--- src/sv/pfov_pkg.sv ---
`default_nettype none
package pfov_pkg;

    // Fixed widths of the ports and of the configuration data.
    localparam int CFG_W       = 64;
    localparam int CFG_IDX_W   = 3;
    localparam int COORD_W     = 32;
    localparam int ROT_W       = 48;
    localparam int ENTRY_W     = 16;
    localparam int AZ_W        = 15;
    localparam int EL_W        = 14;

    // Square root: 64-bit radicand, 32 result bits, one bit per cell.
    localparam int RAD_W       = 64;
    localparam int ROOT_BITS   = 32;

    // CORDIC datapath.
    localparam int CORDIC_STEPS_DEFAULT = 16;
    localparam int TABLE_LEN   = 24;
    localparam int PREP_W      = 34;
    localparam int CW          = 60;
    localparam int ZW          = 25;
    localparam int SCALE_SHIFT = 24;
    localparam int HALF_TURN   = 2949120;
    localparam int AZ_LIMIT    = 11520;
    localparam int EL_LIMIT    = 5760;

    typedef enum logic [CFG_IDX_W-1:0] {
        REG_ROT_X,
        REG_ROT_Y,
        REG_ROT_Z,
        REG_OFF_X,
        REG_OFF_Y,
        REG_OFF_Z,
        REG_FOV,
        REG_RANGE
    } cfg_reg_t;

    typedef struct packed {
        logic signed [COORD_W-1:0] x;
        logic signed [COORD_W-1:0] y;
        logic signed [COORD_W-1:0] z;
    } point_t;

    typedef struct packed {
        logic signed [CW-1:0] x;
        logic signed [CW-1:0] y;
        logic signed [ZW-1:0] z;
        logic                 zero;
    } cordic_t;

    // atan(2^-i) in 1/16384 degree, rounded to nearest.
    function automatic logic signed [ZW-1:0] atan_entry(input int i);
        logic signed [ZW-1:0] v;
        unique case (i)
            0:  v = ZW'(737280);
            1:  v = ZW'(435242);
            2:  v = ZW'(229970);
            3:  v = ZW'(116736);
            4:  v = ZW'(58595);
            5:  v = ZW'(29326);
            6:  v = ZW'(14667);
            7:  v = ZW'(7334);
            8:  v = ZW'(3667);
            9:  v = ZW'(1833);
            10: v = ZW'(917);
            11: v = ZW'(458);
            12: v = ZW'(229);
            13: v = ZW'(115);
            14: v = ZW'(57);
            15: v = ZW'(29);
            16: v = ZW'(14);
            17: v = ZW'(7);
            18: v = ZW'(4);
            19: v = ZW'(2);
            20: v = ZW'(1);
            default: v = '0;
        endcase
        return v;
    endfunction

    // Folds the vector into the right half plane and scales it up.
    function automatic cordic_t cordic_prep(input logic signed [PREP_W-1:0] x,
                                            input logic signed [PREP_W-1:0] y);
        cordic_t              p;
        logic signed [PREP_W-1:0] xn;
        logic signed [PREP_W-1:0] yn;
        logic signed [CW-1:0] xw;
        logic signed [CW-1:0] yw;
        p.zero = (x == '0) && (y == '0);
        if (x < 0)
        begin
            xn  = -x;
            yn  = -y;
            p.z = (y >= 0) ? ZW'(HALF_TURN) : -ZW'(HALF_TURN);
        end
        else
        begin
            xn  = x;
            yn  = y;
            p.z = '0;
        end
        xw  = CW'(xn);
        yw  = CW'(yn);
        p.x = xw <<< SCALE_SHIFT;
        p.y = yw <<< SCALE_SHIFT;
        return p;
    endfunction

endpackage
`default_nettype wire

--- src/sv/pfov_cordic_cell.sv ---
`default_nettype none
module pfov_cordic_cell
#(
    parameter int STEP = 0
)
(
    input  wire logic              clk,
    input  wire logic              en,
    input  wire pfov_pkg::cordic_t c_in,
    output pfov_pkg::cordic_t      c_reg
);

    pfov_pkg::cordic_t               c_next;
    logic signed [pfov_pkg::CW-1:0]  xs;
    logic signed [pfov_pkg::CW-1:0]  ys;

    // A non-negative y rotates clockwise.
    always_comb
    begin
        xs = $signed(c_in.x) >>> STEP;
        ys = $signed(c_in.y) >>> STEP;
        c_next.zero = c_in.zero;
        if (!c_in.y[pfov_pkg::CW-1])
        begin
            c_next.x = $signed(c_in.x) + ys;
            c_next.y = $signed(c_in.y) - xs;
            c_next.z = $signed(c_in.z) + pfov_pkg::atan_entry(STEP);
        end
        else
        begin
            c_next.x = $signed(c_in.x) - ys;
            c_next.y = $signed(c_in.y) + xs;
            c_next.z = $signed(c_in.z) - pfov_pkg::atan_entry(STEP);
        end
    end

    always_ff @(posedge clk)
    begin
        if (en)
        begin
            c_reg <= c_next;
        end
    end

endmodule
`default_nettype wire

--- config.mk ---
export PLATFORM = sky130hd
export DESIGN_NAME = pfov_cordic_cell
export DESIGN_NICKNAME = d
export VERILOG_FILES = /design/src/sv/pfov_pkg.sv /design/src/sv/pfov_cordic_cell.sv
export SDC_FILE = /design/constraint.sdc
export NUM_CORES = 1
export LEC_CHECK = 0
export BUFFER_PORTS_ARGS = -buffer_cell sky130_fd_sc_hd__clkbuf_2
export CORE_MARGIN = 4
export CORE_UTILIZATION = 50
export CTS_BUF_LIST = sky130_fd_sc_hd__clkbuf_4 sky130_fd_sc_hd__clkbuf_8
export DETAILED_ROUTE_END_ITERATION = 16
export MAX_ROUTING_LAYER = met4
export PLACE_DENSITY = 0.76
export SYNTH_ARGS = -nofsm -noshare
export SYNTH_HDL_FRONTEND = slang
export SYNTH_SLANG_ARGS = --single-unit
--- constraint.sdc ---
create_clock -name clk -period 3 [get_ports clk]
set_input_delay 0.6 -clock clk [delete_from_list [all_inputs] [get_ports clk]]
set_output_delay 0.6 -clock clk [all_outputs]
set_load 0.01 [all_outputs]
==> results.sh, run 1 <==
export IMPL_dp_slack_ns=-1.10
export IMPL_grt_max_degree=145
export IMPL_synth_area_um2=16300
export IMPL_post_place_cells=3347
export IMPL_netlist_instances=1992
export IMPL_ctsHtreeMaxLevel=4
export IMPL_synth_flop_cell="edfxtp_1"
export IMPL_grt_pass1_vias=20307
export IMPL_clk_path_buf_depth=2
export IMPL_synth_seq_cells=145
export IMPL_synth_edf_count=145
export IMPL_yosysMostFrequentCell="a21oi_1"
export IMPL_track_usage=0.417
export IMPL_die_w_um=188
export IMPL_firstError="[ERROR DRT-0255] Maze Route cannot find path of net c_in[19] in worker of routeBox ( 144900 96600 ) ( 188320 144900 )."
export IMPL_grt_ovfl_total=0
export IMPL_synth_area_leaders="edfxtp_1 (27%), ha_1 (16%), a21oi_1 (8.2%)"
export IMPL_port_buffers=293
export IMPL_synth_warnings=0
export IMPL_dp_hpwl_um=60100
export IMPL_cts_sinks=145
export IMPL_start_util=0.511
export IMPL_status="stopped before the end"
export IMPL_dpl_cell_area_um2=23600
export IMPL_syn_nets=2346
export IMPL_yosysUniqueCellTypes=90
export IMPL_crit_endpoint="c_reg[145]$_DFFE_PP_/D"
export IMPL_numCtsBuffers=17
export IMPL_clock_root_buffer="clkbuf_8"
export IMPL_antenna_found_initial=3
export IMPL_synthTopCellsByCount="a21oi_1 (267), ha_1 (202), inv_1 (189)"
export IMPL_lastStage="5_2_route"
export IMPL_async_flop_share=0
export IMPL_synth_top_cell_area_share=0.268
export IMPL_grt_pass1_wl_um=114000
export IMPL_place_congestion=1.08
export IMPL_io_pins=294
export IMPL_ys_seq_area_frac=0.268
export IMPL_worstEndpointType="register data pin"
export IMPL_rows=65
export IMPL_hold_buffers=0
export IMPL_post_synth_top_area_cell="edfxtp_1"
export IMPL_fp_dieH_um=188
export IMPL_syn_avg_cell_area_um2=8.16
-- metrics by stage --
stage | setup TNS [ns] | util
2_1_floorplan | -0.858 | -
3_3_place_gp | -53.01 | 0.742
3_5_place_dp | -58.75 | 0.742
4_1_cts | -0.442 | 0.777
5_1_grt | -2.60 | 0.805
-- routing by layer --
metal  global-route usage
met2                0.665
met1                0.515
met5                    -
met3               0.0854
met4                0.180
-- kinds of logic after synthesis --
logic type                 count (synthesis)  share of synthesized area
xor gates and xnor gates                 122                     0.0657
adders and majority gates                206                      0.160
and+or+nand+nor                          484                      0.143
muxes                                     24                     0.0149
DFF                                      145                      0.268
buffers and inverters                    283                     0.0680
AOI/OAI and AO/OA                        728                      0.280
-- what timing repair did --
item	in CTS	in global routing
setup buffers	14	19
endpoints found under the setup margin	68	75
resized for setup	123	187
endpoints found under the hold margin	0	0
pin swaps	50	85
==> run 2: changes to the inputs <==
--- a/config.mk
+++ b/config.mk
@@ -7,11 +7,9 @@
 export LEC_CHECK = 0
 export BUFFER_PORTS_ARGS = -buffer_cell sky130_fd_sc_hd__clkbuf_2
 export CORE_MARGIN = 4
-export CORE_UTILIZATION = 50
-export CTS_BUF_LIST = sky130_fd_sc_hd__clkbuf_4 sky130_fd_sc_hd__clkbuf_8
+export CORE_UTILIZATION = 35
 export DETAILED_ROUTE_END_ITERATION = 16
-export MAX_ROUTING_LAYER = met4
-export PLACE_DENSITY = 0.76
+export PLACE_DENSITY_LB_ADDON = 0.15
 export SYNTH_ARGS = -nofsm -noshare
 export SYNTH_HDL_FRONTEND = slang
 export SYNTH_SLANG_ARGS = --single-unit
==> constraint.sdc (replaced) <==
create_clock -name clk -period 3.9 [get_ports clk]
set_input_delay 0.78 -clock clk [delete_from_list [all_inputs] [get_ports clk]]
set_output_delay 0.78 -clock clk [all_outputs]
set_load 0.01 [all_outputs]
==> run 2 against run 1 <==
  * Global-route usage decreased by 14 points
  * Synthesized area did not move
  * The flow now finishes without violations
  * Synthesized cell count is the same
==> results.sh, run 2 <==
export IMPL_slew_viol_final=0
export IMPL_start_util=0.356
export IMPL_worstPathArrival_ns=4.14
export IMPL_port_buffers=293
export IMPL_clock_root_buffer="clkbuf_16"
export IMPL_numCtsBuffers=17
export IMPL_async_flop_share=0
export IMPL_status="complete, no violations"
export IMPL_required_ns=4.15
export IMPL_rows=78
export IMPL_cp_start_kind="input pin"
export IMPL_grt_max_degree=150
export IMPL_path_buf_inv=4
export IMPL_rsz0062_at_grt="true"
export IMPL_fin_nets=3045
export IMPL_ir_drop_mv=0.234
export IMPL_dp_slack_ns=-0.746
export IMPL_slowest_delay_ns=0.44
export IMPL_setup_viol=0
export IMPL_synth_top_cell_area_share=0.268
export IMPL_final_cell_mix="buf_4 (472), clkbuf_2 (291), a21oi_1 (265), ha_1 (202), inv_1 (189)"
export IMPL_path_depth=14
export IMPL_netlist_instances=1992
export IMPL_ctsHtreeMaxLevel=4
export IMPL_place_congestion=0.950
export IMPL_fin_crit_sh=0.998
export IMPL_synthTopCellsByCount="a21oi_1 (267), ha_1 (202), inv_1 (189)"
export IMPL_pwr_share_comb=0.457
export IMPL_min_from="c_in[11]"
export IMPL_p_per_area_nw_per_um2=329
export IMPL_syn_avg_cell_area_um2=8.16
export IMPL_final_common_cell="buf_4"
export IMPL_drc_errors=0
export IMPL_worstSetupPathType="in2reg"
export IMPL_yosysMostFrequentCell="a21oi_1"
export IMPL_track_usage=0.277
export IMPL_largest_register_ffs=145
export IMPL_synth_seq_cells=145
export IMPL_antenna_found_initial=3
export IMPL_timing_fmax_ghz=0.257
export IMPL_synth_area_um2=16300
export IMPL_first_pass_iters=5
export IMPL_post_drt_via_cell_ratio=5.41
export IMPL_swShare=0.386
export IMPL_post_route_min_period_ns=3.89
export IMPL_synth_area_leaders="edfxtp_1 (27%), ha_1 (16%), a21oi_1 (8.2%)"
export IMPL_syn_nets=2346
export IMPL_synth_warnings=0
export IMPL_ys_seq_area_frac=0.268
export IMPL_p_leak_uw=0.0104
export IMPL_dp_hpwl_um=59400
export IMPL_cpMaxStageDelayCell="a21boi_0"
export IMPL_ant_nets=0
export IMPL_synth_flop_cell="edfxtp_1"
export IMPL_p_seq_frac=0.292
export IMPL_wire_per_inst_um=21.5
export IMPL_coreArea_um2=45700
export IMPL_holdCritPathClass="in2reg"
export IMPL_min_delay_path_depth=1
export IMPL_fin_tns_setup_ns=0
export IMPL_min_to="c_reg[11]"
export IMPL_drt_initial_drc_count=1658
export IMPL_grt_pass1_vias=17761
export IMPL_grt_ovfl_total=0
export IMPL_area_delta_synth_final_pct=37.9
export IMPL_fin_ws_ns=0.00802
export IMPL_io_pins=294
export IMPL_cp_cell_sequence="clkbuf_2 -> inv_1 -> ha_1 -> buf_4 -> nor4_1 -> a21boi_0 -> o311ai_2 -> buf_4 -> a211oi_4 -> o21ai_2 -> a21oi_2 -> a21boi_0 -> mux2_2 -> xnor2_1"
export IMPL_p_int_uw=4530
export IMPL_die_area_um2=50000
export IMPL_grt_pass1_wl_um=107000
export IMPL_drt_wl_total_um=71200
export IMPL_synth_edf_count=145
export IMPL_critPathTopFamily="compound AO/OA/AOI/OAI gates"
export IMPL_switchingPower_uw=2850
export IMPL_hold_buffers=0
export IMPL_worstPathMaxFanout=8
export IMPL_post_synth_top_area_cell="edfxtp_1"
export IMPL_die_w_um=224
export IMPL_yosysUniqueCellTypes=90
export IMPL_max_slew_margin=0.501
export IMPL_clk_path_buf_depth=2
export IMPL_diodes=0
export IMPL_cts_tree="built"
export IMPL_worst_slew_pin_slew_ns=0.730
export IMPL_drive_gt1_frac=0.311
export IMPL_cap_violations=0
export IMPL_path_clk_slew_ns=0.07
export IMPL_cts_sinks=145
export IMPL_fp_dieH_um=224
export IMPL_crit_path_end_kind="register"
export IMPL_vias=17889
export IMPL_hold_violations=0
export IMPL_clkPwrFrac=0.251
## run 2: how the worst max path moves through the flow
stage / startpoint / to / slack (ns)
floorplan: c_in[29] / c_reg[137] / 0.49
global placement: c_in[86] / c_reg[138] / -0.81
detailed placement: c_in[86] / c_reg[138] / -0.75
CTS: c_in[38] / c_reg[143] / 0.04
global route: c_in[44] / c_reg[75] / -0.09
finish: c_in[38] / c_reg[143] / 0.008
## run 2: area by class of cell
| cell class | count | area, um^2 |
|---|---|---|
| tap | 600 | 751 |
| multi-input combinational | 1564 | 10900 |
| sequential | 145 | 4350 |
| clock buffer | 18 | 429 |
| inverter | 197 | 739 |
| fill | 4557 | 23300 |
| timing repair buffer | 766 | 5050 |
| clock inverter | 14 | 195 |
## run 2: timing repair
action	4_1_cts	5_1_grt
setup buffers	0	1
gates resized for setup	6	12
pin swaps	0	1
setup endpoints to repair	9	16
## run 2: power by group through the flow
| stage | sequential [uW] | clock (uW) | combinational (uW) |
|---|---|---|---|
| after floorplan | 2300 | 0 | 1510 |
| after detailed placement | 2190 | 0 | 3310 |
| final | 2160 | 1850 | 3370 |
| after CTS | 2160 | 1910 | 3330 |
| after global routing | 2170 | 1960 | 3630 |
| after global placement | 2190 | 0 | 3310 |
## run 2: cell families (layout without fill, tap and decap cells)
group,count (synthesis),in the layout,synth area share
xor gates and xnor gates,122,122,0.0657
and+or+nand+nor,484,484,0.143
AOI/OAI and AO/OA,728,728,0.280
adders and majority gates,206,206,0.160
DFF,145,145,0.268
buffers and inverters,283,995,0.0680
muxes,24,24,0.0149
## run 2: per-layer routing
metal,wire length [um],global-route usage,vias up
met5,33,0,-
li1,-,-,8599
met2,32100,0.443,712
met1,33100,0.392,8500
met3,4590,0.0442,72
met4,1390,0.0676,6
## run 2: through the flow
| step | utilization | hold slack, ns | std cells | cell area [um^2] | power [uW] |
|---|---|---|---|---|---|
| after floorplan | - | 0.879 | 1992 | 16300 | 3810 |
| after global placement | 0.475 | 0.957 | 3271 | 21700 | 5500 |
| after detailed placement | 0.475 | 0.959 | 3271 | 21700 | 5500 |
| after CTS | 0.489 | 0.415 | 3303 | 22400 | 7400 |
| after global routing | 0.491 | 0.433 | 3304 | 22400 | 7770 |
| final | 0.491 | 0.455 | 3304 | 22400 | 7380 |
(Power assumes the default switching activity.)
