## src/sv/pfov_pkg.sv

```systemverilog
`default_nettype none
package pfov_pkg;

    // Fixed widths of the ports and of the configuration data.
    localparam int CFG_W       = 64;
    localparam int CFG_IDX_W   = 3;
    localparam int COORD_W     = 32;
    localparam int ROT_W       = 48;
    localparam int ENTRY_W     = 16;
    localparam int AZ_W        = 15;
    localparam int EL_W        = 14;

    // Square root: 64-bit radicand, 32 result bits, one bit per cell.
    localparam int RAD_W       = 64;
    localparam int ROOT_BITS   = 32;

    // CORDIC datapath.
    localparam int CORDIC_STEPS_DEFAULT = 16;
    localparam int TABLE_LEN   = 24;
    localparam int PREP_W      = 34;
    localparam int CW          = 60;
    localparam int ZW          = 25;
    localparam int SCALE_SHIFT = 24;
    localparam int HALF_TURN   = 2949120;
    localparam int AZ_LIMIT    = 11520;
    localparam int EL_LIMIT    = 5760;

    typedef enum logic [CFG_IDX_W-1:0] {
        REG_ROT_X,
        REG_ROT_Y,
        REG_ROT_Z,
        REG_OFF_X,
        REG_OFF_Y,
        REG_OFF_Z,
        REG_FOV,
        REG_RANGE
    } cfg_reg_t;

    typedef struct packed {
        logic signed [COORD_W-1:0] x;
        logic signed [COORD_W-1:0] y;
        logic signed [COORD_W-1:0] z;
    } point_t;

    typedef struct packed {
        logic signed [CW-1:0] x;
        logic signed [CW-1:0] y;
        logic signed [ZW-1:0] z;
        logic                 zero;
    } cordic_t;

    // atan(2^-i) in 1/16384 degree, rounded to nearest.
    function automatic logic signed [ZW-1:0] atan_entry(input int i);
        logic signed [ZW-1:0] v;
        unique case (i)
            0:  v = ZW'(737280);
            1:  v = ZW'(435242);
            2:  v = ZW'(229970);
            3:  v = ZW'(116736);
            4:  v = ZW'(58595);
            5:  v = ZW'(29326);
            6:  v = ZW'(14667);
            7:  v = ZW'(7334);
            8:  v = ZW'(3667);
            9:  v = ZW'(1833);
            10: v = ZW'(917);
            11: v = ZW'(458);
            12: v = ZW'(229);
            13: v = ZW'(115);
            14: v = ZW'(57);
            15: v = ZW'(29);
            16: v = ZW'(14);
            17: v = ZW'(7);
            18: v = ZW'(4);
            19: v = ZW'(2);
            20: v = ZW'(1);
            default: v = '0;
        endcase
        return v;
    endfunction

    // Folds the vector into the right half plane and scales it up.
    function automatic cordic_t cordic_prep(input logic signed [PREP_W-1:0] x,
                                            input logic signed [PREP_W-1:0] y);
        cordic_t              p;
        logic signed [PREP_W-1:0] xn;
        logic signed [PREP_W-1:0] yn;
        logic signed [CW-1:0] xw;
        logic signed [CW-1:0] yw;
        p.zero = (x == '0) && (y == '0);
        if (x < 0)
        begin
            xn  = -x;
            yn  = -y;
            p.z = (y >= 0) ? ZW'(HALF_TURN) : -ZW'(HALF_TURN);
        end
        else
        begin
            xn  = x;
            yn  = y;
            p.z = '0;
        end
        xw  = CW'(xn);
        yw  = CW'(yn);
        p.x = xw <<< SCALE_SHIFT;
        p.y = yw <<< SCALE_SHIFT;
        return p;
    endfunction

endpackage
`default_nettype wire

```

## src/sv/pfov_root_cell.sv

```systemverilog
`default_nettype none
module pfov_root_cell
#(
    parameter int BIT = 31
)
(
    input  wire logic                                clk,
    input  wire logic                                en,
    input  wire logic [pfov_pkg::RAD_W-1:0]          rem_in,
    input  wire logic [pfov_pkg::ROOT_BITS-1:0]      root_in,
    output logic [pfov_pkg::RAD_W-1:0]               rem_reg,
    output logic [pfov_pkg::ROOT_BITS-1:0]           root_reg
);

    localparam int TW = pfov_pkg::RAD_W + 2;

    logic [TW-1:0]                      trial;
    logic [pfov_pkg::RAD_W-1:0]         rem_next;
    logic [pfov_pkg::ROOT_BITS-1:0]     root_next;

    // Setting this bit adds 2*root*2^BIT + 4^BIT to the square.
    always_comb
    begin
        trial = (TW'(root_in) << (BIT + 1)) + (TW'(1) << (2 * BIT));
        if (TW'(rem_in) >= trial)
        begin
            rem_next  = rem_in - trial[pfov_pkg::RAD_W-1:0];
            root_next = root_in | (pfov_pkg::ROOT_BITS'(1) << BIT);
        end
        else
        begin
            rem_next  = rem_in;
            root_next = root_in;
        end
    end

    always_ff @(posedge clk)
    begin
        if (en)
        begin
            rem_reg  <= rem_next;
            root_reg <= root_next;
        end
    end

endmodule
`default_nettype wire

```

## config.mk

```make
export PLATFORM = sky130hd
export DESIGN_NAME = pfov_root_cell
export DESIGN_NICKNAME = d
export VERILOG_FILES = /design/src/sv/pfov_pkg.sv /design/src/sv/pfov_root_cell.sv
export SDC_FILE = /design/constraint.sdc
export NUM_CORES = 1
export LEC_CHECK = 0
export BUFFER_PORTS_ARGS = -buffer_cell sky130_fd_sc_hd__buf_2
export CORE_MARGIN = 3
export CORE_UTILIZATION = 30
export CTS_BUF_LIST = sky130_fd_sc_hd__clkbuf_2 sky130_fd_sc_hd__clkbuf_4 sky130_fd_sc_hd__clkbuf_8
export DETAILED_ROUTE_END_ITERATION = 10
export GPL_TIMING_DRIVEN = 0
export SYNTH_ARGS = -nofsm -noshare
export SYNTH_HDL_FRONTEND = slang
export SYNTH_SLANG_ARGS = --single-unit
```

## constraint.sdc

```tcl
create_clock -name clk -period 2.6 [get_ports clk]
set_input_delay 0 -clock clk [delete_from_list [all_inputs] [get_ports clk]]
set_output_delay 0 -clock clk [all_outputs]
set_load 0.01 [all_outputs]
```

---- After elaboration in Yosys (flattened, before gate mapping) ----
Cells that the tools add are included.
operators by class
  add/sub/neg operators ................... 2
  order comparisons ....................... 1
  mux-type cells .......................... 1
operator list
  kind                    count
  $add 64x63->65 const B  1
  $ge 64x65->1            1
  $mux 64                 1
  $sub 64x64->64          1
word-level totals
  logic and storage cells ................. 7
  bits in registers ....................... 96
  output and inout bits ................... 96
  input bits .............................. 98

---- Longest topological paths before layout ----
Gate-level depths: netlist of the first run.
  word-level depth ........................ 3
  depth in mapped cells ................... 11
  gate-level depth less buffers ........... 10

---- Worst setup path before layout of the first run ----
Ideal clock, no wire load.
  kind .................................... in2reg
  start ................................... input port root_in[15] in the netlist's numbering
  end ..................................... register rem_reg[35] in the netlist's numbering (data pin)
  library setup time ...................... 0.260 ns
  stages .................................. 11
  arrival time ............................ 2.101 ns
  setup slack ............................. 0.239 ns
  cells stage by stage .................... inv_1 > ha_1 > and3_1 > clkbuf_2 > a221o_1 > a21o_1 > a21o_1 > o211ai_2 > nand2_2 > buf_6 > mux2_4
between the ends
  longest elaborated chain between the ends .. 3
RTL lines
  item                          line                  text
  from (decl)                   pfov_root_cell.sv:10  input wire logic [pfov_pkg::ROOT_BITS-1:0] root_in,
  $add 64x63->65                pfov_root_cell.sv:24  trial = (TW'(root_in) << (BIT + 1)) + (TW'(1) << (2 * BIT));
  $ge 64x65->1                  pfov_root_cell.sv:25  if (TW'(rem_in) >= trial)
  $mux 64                       pfov_root_cell.sv:25
  named net rem_next (one bit)  pfov_root_cell.sv:18  logic [pfov_pkg::RAD_W-1:0] rem_next;
  to (signal assigned)          pfov_root_cell.sv:41  rem_reg <= rem_next;
  to (decl)                     pfov_root_cell.sv:11  output logic [pfov_pkg::RAD_W-1:0] rem_reg,
The timed path passes the listed nets, and every way through them passes these cells.
A chain may end at the register's enable or synchronous reset.

---- Final worst setup path of the first run ----
  start ................................... input port rem_in[44] in the netlist's numbering
  end ..................................... register rem_reg[57] in the netlist's numbering (data pin)
between the ends
  longest elaborated chain between the ends .. 2
  elaborated cells on any way between the ends .. 3
  classes of those cells .................. add/sub (1); order compare (1); mux (1)
RTL lines
  item                                                   line                                        text
  from (decl)                                            pfov_root_cell.sv:9                         input wire logic [pfov_pkg::RAD_W-1:0] rem_in,
  $sub 64x64->64 / $ge 64x65->1 (equally long branches)  pfov_root_cell.sv:27, pfov_root_cell.sv:25
  $mux 64 *                                              pfov_root_cell.sv:25
  named net rem_next (one bit)                           pfov_root_cell.sv:18
Mark *: on every way through the listed nets, which the timed path passes. The rest lies on a longest branch.

==> results of run 1 <==
-- kinds of logic (layout without fill, tap and decap cells) --
| kind of cell | Yosys count | count (layout) | synth area share, % |
|---|---|---|---|
| compound gates | 134 | 134 | 16.61 |
| simple gates | 133 | 133 | 12.78 |
| flops | 96 | 96 | 51.85 |
| buf+inv | 55 | 358 | 4.140 |
| fa+ha+maj | 34 | 34 | 7.786 |
| mux | 17 | 17 | 4.320 |
| xor+xnor | 16 | 16 | 2.520 |
-- worst max-delay path, stage by stage --
cell and delay [ns]:
dlygate4sd3_1 0.54, buf_2 0.13, ha_1 0.24, a221o_1 0.34, a21o_1 0.18, a21o_1 0.20
o211a_2 0.31, nor2_2 0.19, buf_2 0.34, o31ai_1 0.16
-- layer usage --
layer | wire length [um] | up-vias | track usage [%]
met4 | 374 | 2 | 5.758
met3 | 971 | 27 | 3.495
li1 | - | 2468 | -
met5 | 14 | - | 0
met1 | 7186 | 2339 | 20.55
met2 | 8063 | 149 | 27.73
-- where the power goes --
group | leakage (nW) | internal (mW) | switching (mW) | total, mW
clock network | 0.112 | 0.477 | 0.644 | 1.12
registers | 0.939 | 1.88 | 0.0329 | 1.92
logic | 2.50 | 0.554 | 0.627 | 1.18
-- cell usage after synthesis, types with 4 or more instances --
master	instances	area, um2
edfxtp_1	96	2883
inv_1	37	138.9
a21oi_1	35	175.2
ha_1	33	412.9
nand2_1	27	101.4
a21o_1	19	142.6
nand3_1	19	95.09
o21ai_0	19	95.09
nor2_1	16	60.06
mux2_4	14	210.2
nor3_1	12	60.06
nor4_1	11	68.82
clkbuf_1	9	33.78
o21a_1	9	67.56
o31ai_1	9	67.56
xor2_1	9	78.83
and3_1	8	50.05
nand4_1	8	50.05
o41ai_1	7	61.31
xnor2_1	7	61.31
buf_2	6	30.03
or3_1	6	37.54
a31o_2	5	43.79
and2_1	5	31.28
nor2b_1	5	31.28
and4_1	4	35.03
o21bai_1	4	30.03
-- repair_timing --
item / CTS / global route
pin swaps: 0 / 0
gates cloned: 0 / 0
hold buffers: 94 / 0
hold endpoints to repair: 94 / 0
endpoints found under the setup margin: 1 / 4
gates resized for setup: 1 / 5
-- layout make-up --
| class | instances | area [um2] |
|---|---|---|
| Clock inverter | 7 | 92.59 |
| Clock buffer | 9 | 123.9 |
| Tap cell | 229 | 286.5 |
| Inverter | 37 | 138.9 |
| Buffer | 17 | 87.58 |
| Sequential cell | 96 | 2883 |
| Fill cell | 1754 | 10060 |
| Timing Repair Buffer | 288 | 1937 |
| Multi-Input combinational cell | 334 | 2472 |
-- metrics by stage --
| step | power [mW] | worst slack (ns) | hold slack (ns) | util [%] | setup TNS [ns] |
|---|---|---|---|---|---|
| 3_3_place_gp | 3.005 | -0.5813 | 0.1920 | 37.67 | -7.632 |
| 3_5_place_dp | 3.016 | -0.4397 | 0.1900 | 37.83 | -6.573 |
| 6_report | 4.220 | 0.09840 | 0.03516 | 44.35 | 0 |
| 4_1_cts | 4.264 | 0.05800 | 0.008774 | 44.24 | 0 |
| 5_1_grt | 4.451 | -0.01763 | 0.02856 | 44.35 | -0.01854 |
| 2_1_floorplan | 2.599 | 0.2388 | 0.09887 | - | 0 |
-- worst max-delay path by stage --
| stage | from | end | slack, ns | cells after the start |
|---|---|---|---|---|
| 6_report | rem_in[44] | rem_reg[57]$_DFFE_PP_ | 0.1 | 10 |
| 5_1_grt | root_in[18] | rem_reg[41]$_DFFE_PP_ | -0.02 | 12 |
| 4_1_cts | root_in[30] | rem_reg[41]$_DFFE_PP_ | 0.06 | 12 |
| 3_5_place_dp | root_in[30] | rem_reg[41]$_DFFE_PP_ | -0.44 | 12 |
| 3_3_place_gp | root_in[30] | rem_reg[41]$_DFFE_PP_ | -0.58 | 12 |
| 2_1_floorplan | root_in[15] | rem_reg[35]$_DFFE_PP_ | 0.24 | 11 |
==> flow_summary.yaml, run 1 <==
placement:
  gp_congestion: 0.8275
  placed_area_um2: 6843
  io_buffers: 193
  dp_hpwl_um: 12330
  place_inst: 908
hold_path:
  hold_class: "primary input to flop"
  hold_depth: 3
  holdPathEnd: "rem_reg[32]$_DFFE_PP_"
  hp-start: "root_in[0]"
global_route:
  gr-total-overflow: 0
  antenna_found_initial: 1
  grt_first_pass_wirelength_um: 26000
  grt_pass1_vias: 5043
  grt_max_degree: 67
  grt_usage_pct: 16.32
clock_tree:
  h-tree-depth: 3
  clockBufferDepth: 2
  cts_buffers: 9
  postCtsSetupRepairBufs: 0
  cts_tree: "built"
  clk_pin_slew_ns: 0.11
  cts_root_buffer: "clkbuf_8"
  cts.sinks: 96
logic_synthesis:
  syn_area_um2: 5560
  synthCells: 485
  synth_cell_types: 60
  synthesis.nets: 617
  async_reset_ff_share_pct: 0
  ys_ff_latch: 96
  ys.flop_type: "edfxtp_1"
  synth_edf_count: 96
  ys_warn_count: 0
  postSynthAreaPerCell_um2: 11.46
  ys_seq_area_share_pct: 51.85
final_layout:
  layout_common_cells: "buf_2, edfxtp_1, dlygate4sd3_1, inv_1, a21oi_1"
  final_area_um2: 8021
  nNetsFinal: 915
  antenna_cells: 0
  drive_gt1_share_pct: 31.98
  final_common_cell: "buf_2"
  largest_reg_flops: 64
  syn2layout_area_growth_pct: 44.26
  fin_cells: 1017
sta:
  setup_viol: 0
  fmax_mhz: 399.7
  rsz0062_at_grt: "true"
  finalCriticalPeriod_ns: 2.502
  slew_headroom_pct: 51.47
  finalHoldViolations: 0
  worst_pin_slew_ns: 0.7203
  slew_violations: 0
  period_share_pct: 96.22
floorplanning:
  core_um2: 18090
  std_cell_rows: 49
  die_x_um: 142.1
  pin_count: 194
  die_area_um2: 20200
  initial_core_util_pct: 30.74
  die_y_um: 142.1
detailed_routing:
  vias: 4985
  dr.pass1.iters: 4
  route.detailed.drc: 0
  routed_wirelength_um: 16610
  drt-vias-per-instance: 4.902
  final_antenna_net_count: 0
  wl_per_cell_um: 16.33
  drt_iter0_markers: 363
power:
  ir_worst_vdd_uv: 233.5
  p_per_area_nw_per_um2: 526.0
  cellLeakagePower_nw: 3.547
critical_path:
  end_kind: "flop"
  arrival_ns: 2.64
  worst-path-max-fanout: 10
  path_class: "primary input to flop"
  crit_required_ns: 2.74
  cp-start-kind: "primary input"
job:
  drv_cap: 0
run_status:
  status: "completed"
(Power assumes the default switching activity.)
==> run 2, diff against run 1 <==
--- a/config.mk
+++ b/config.mk
@@ -5,7 +5,9 @@
 export SDC_FILE = /design/constraint.sdc
 export NUM_CORES = 1
 export LEC_CHECK = 0
+export ABC_AREA = 1
 export BUFFER_PORTS_ARGS = -buffer_cell sky130_fd_sc_hd__buf_2
+export CORE_ASPECT_RATIO = 0.6
 export CORE_MARGIN = 3
 export CORE_UTILIZATION = 30
 export CTS_BUF_LIST = sky130_fd_sc_hd__clkbuf_2 sky130_fd_sc_hd__clkbuf_4 sky130_fd_sc_hd__clkbuf_8
@@ -14,3 +16,4 @@
 export SYNTH_ARGS = -nofsm -noshare
 export SYNTH_HDL_FRONTEND = slang
 export SYNTH_SLANG_ARGS = --single-unit
+export TNS_END_PERCENT = 20
==> flow_summary.yaml, run 2 <==
critical_path:
  worst-path-max-fanout: 10
  arrival_ns: 2.60
  path_class: "primary input to flop"
  crit_required_ns: 2.76
  end_kind: "flop"
  cp-start-kind: "primary input"
floorplanning:
  initial_core_util_pct: 30.83
  std_cell_rows: 40
  die_area_um2: 22540
  die_y_um: 117.5
  pin_count: 194
  die_x_um: 191.9
  core_um2: 20170
detailed_routing:
  vias: 5863
  final_antenna_net_count: 0
  dr.pass1.iters: 5
  drt_iter0_markers: 326
  routed_wirelength_um: 19540
  wl_per_cell_um: 14.29
  route.detailed.drc: 0
  drt-vias-per-instance: 4.289
sta:
  setup_ws_ns: 0.1575
  setup_tns_ns: 0
  rsz0062_at_grt: "false"
  setup_viol: 0
  slew_violations: 0
  worst_pin_slew_ns: 0.6692
  finalCriticalPeriod_ns: 2.442
  fmax_mhz: 409.4
  finalHoldViolations: 0
  slew_headroom_pct: 55.39
  period_share_pct: 93.94
logic_synthesis:
  synth.top_cells.by_area: "edfxtp_1, nand2_1, inv_1, ha_1, nand3_1"
  async_reset_ff_share_pct: 0
  ys_seq_area_share_pct: 46.37
  syn_area_um2: 6217
  ys_ff_latch: 96
  synthCells: 788
  postSynthAreaPerCell_um2: 7.890
  synth_edf_count: 96
  yosys.area.top_type_share_pct: 46.37
  synth_top_cell_by_area: "edfxtp_1"
  synthesis.nets: 920
  synth_most_common_cell: "nand2_1"
  ys_warn_count: 0
  synth_cell_types: 30
  ys.flop_type: "edfxtp_1"
  synth_commonest_cells: "nand2_1, inv_1, edfxtp_1"
power:
  ir_worst_vdd_uv: 416.2
  p_total_mw: 4.190
  p_per_area_nw_per_um2: 481.8
  cellLeakagePower_nw: 4.515
placement:
  dp_hpwl_um: 15540
  io_buffers: 193
  gp_congestion: 0.9133
  dp_slack_ns: 0.3034
  place_inst: 1255
final_layout:
  nNetsFinal: 1221
  antenna_cells: 0
  largest_reg_flops: 64
  syn2layout_area_growth_pct: 39.89
  utilization_pct: 43.12
  final_common_cell: "nand2_1"
  drive_gt1_share_pct: 22.58
  fin_cells: 1367
  layout_common_cells: "nand2_1, buf_2, inv_1, dlygate4sd3_1, edfxtp_1"
clock_tree:
  clockBufferDepth: 2
  cts_buffers: 9
  cts_root_buffer: "clkbuf_8"
  cts.sinks: 96
  clk_pin_slew_ns: 0.10
  cts_resized: 0
  h-tree-depth: 3
  hold_buffers: 96
  postCtsSetupRepairBufs: 0
  cts_tree: "built"
hold_path:
  holdPathEnd: "rem_reg[1]$_DFFE_PP_"
  hp-start: "en"
  hold_depth: 1
  hold_class: "primary input to flop"
global_route:
  grt_max_degree: 51
  gr-total-overflow: 0
  grt_usage_pct: 17.67
  antenna_found_initial: 0
  grt_pass1_vias: 5700
  grt_first_pass_wirelength_um: 30540
job:
  drv_cap: 0
run_status:
  status: "completed"
[run 2: cell count changes in the layout (fill, tap and decap cells not counted), moves of 11 or more]
| cell | delta |
|---|---|
| nand2_1 | +272 |
| inv_1 | +121 |
| nor2_1 | +32 |
| nand3_1 | +28 |
| a21o_1 | -17 |
| o21ai_0 | -16 |
| a21oi_1 | -15 |
| nand3_2 | +15 |
| mux2_4 | -14 |
| nand3b_1 | +12 |
| nor4_1 | -11 |
[run 2: cell type report]
cell class | instances | area (um2)
Buffer | 9 | 72.57
Clock buffer | 10 | 131.4
Clock inverter | 6 | 50.05
Fill cell | 2096 | 11470
Inverter | 160 | 600.6
Multi-Input combinational cell | 523 | 2661
Sequential cell | 96 | 2883
Tap cell | 273 | 341.6
Timing Repair Buffer | 290 | 1957
[run 2: layer usage]
layer,wire length (um),share of wire [%],vias to the layer above,GRT usage [%]
met5,0,0,-,0
met4,208,1.1,0,3.710
met3,1726,8.8,13,6.220
met2,7092,36,198,23.11
met1,10510,54,2592,27.48
li1,-,-,3060,-
[run 2: how the worst max path moves through the flow]
stage	startpoint	end	slack (ns)
CTS	root_in[30]	rem_reg[63]$_DFFE_PP_	0.20
global route	root_in[30]	rem_reg[63]$_DFFE_PP_	0.03
global placement	root_in[30]	rem_reg[63]$_DFFE_PP_	0.32
detailed placement	root_in[30]	rem_reg[63]$_DFFE_PP_	0.30
finish	root_in[30]	rem_reg[34]$_DFFE_PP_	0.16
floorplan	root_in[30]	rem_reg[63]$_DFFE_PP_	0.85
[run 2: cell families after synthesis]
family	count (synthesis)	share of synthesized area, %
adder cells (fa/ha/maj)	34	6.963
AND/OR/NAND/NOR	450	31.78
XOR/XNOR	14	1.972
flip-flops	96	46.37
AO/OA/AOI/OAI	25	2.093
buffers and inverters	169	10.83
[run 2: metrics by stage]
step	instance area (um2)	hold slack, ns
2_1_floorplan	6217	0.09887
3_3_place_gp	7525	0.1904
3_5_place_dp	7555	0.1927
4_1_cts	8697	0.1275
5_1_grt	8697	0.1419
6_report	8697	0.1279
[run 2: where the power goes]
| group | total (mW) | internal (mW) | switching, mW |
|---|---|---|---|
| logic | 1.30 | 0.525 | 0.776 |
| clock network | 0.959 | 0.374 | 0.586 |
| registers | 1.93 | 1.89 | 0.0356 |
| total | 4.19 | 2.79 | 1.40 |
[run 2: critical path, cell delays in order]
cell and delay (ns):
dlygate4sd3_1 0.53, buf_2 0.15, ha_1 0.28, inv_1 0.04, ha_1 0.35, nand2_1 0.14, nor4_2 0.42, nand2_2 0.21
buf_2 0.27, nand3_1 0.12, nand2_1 0.07
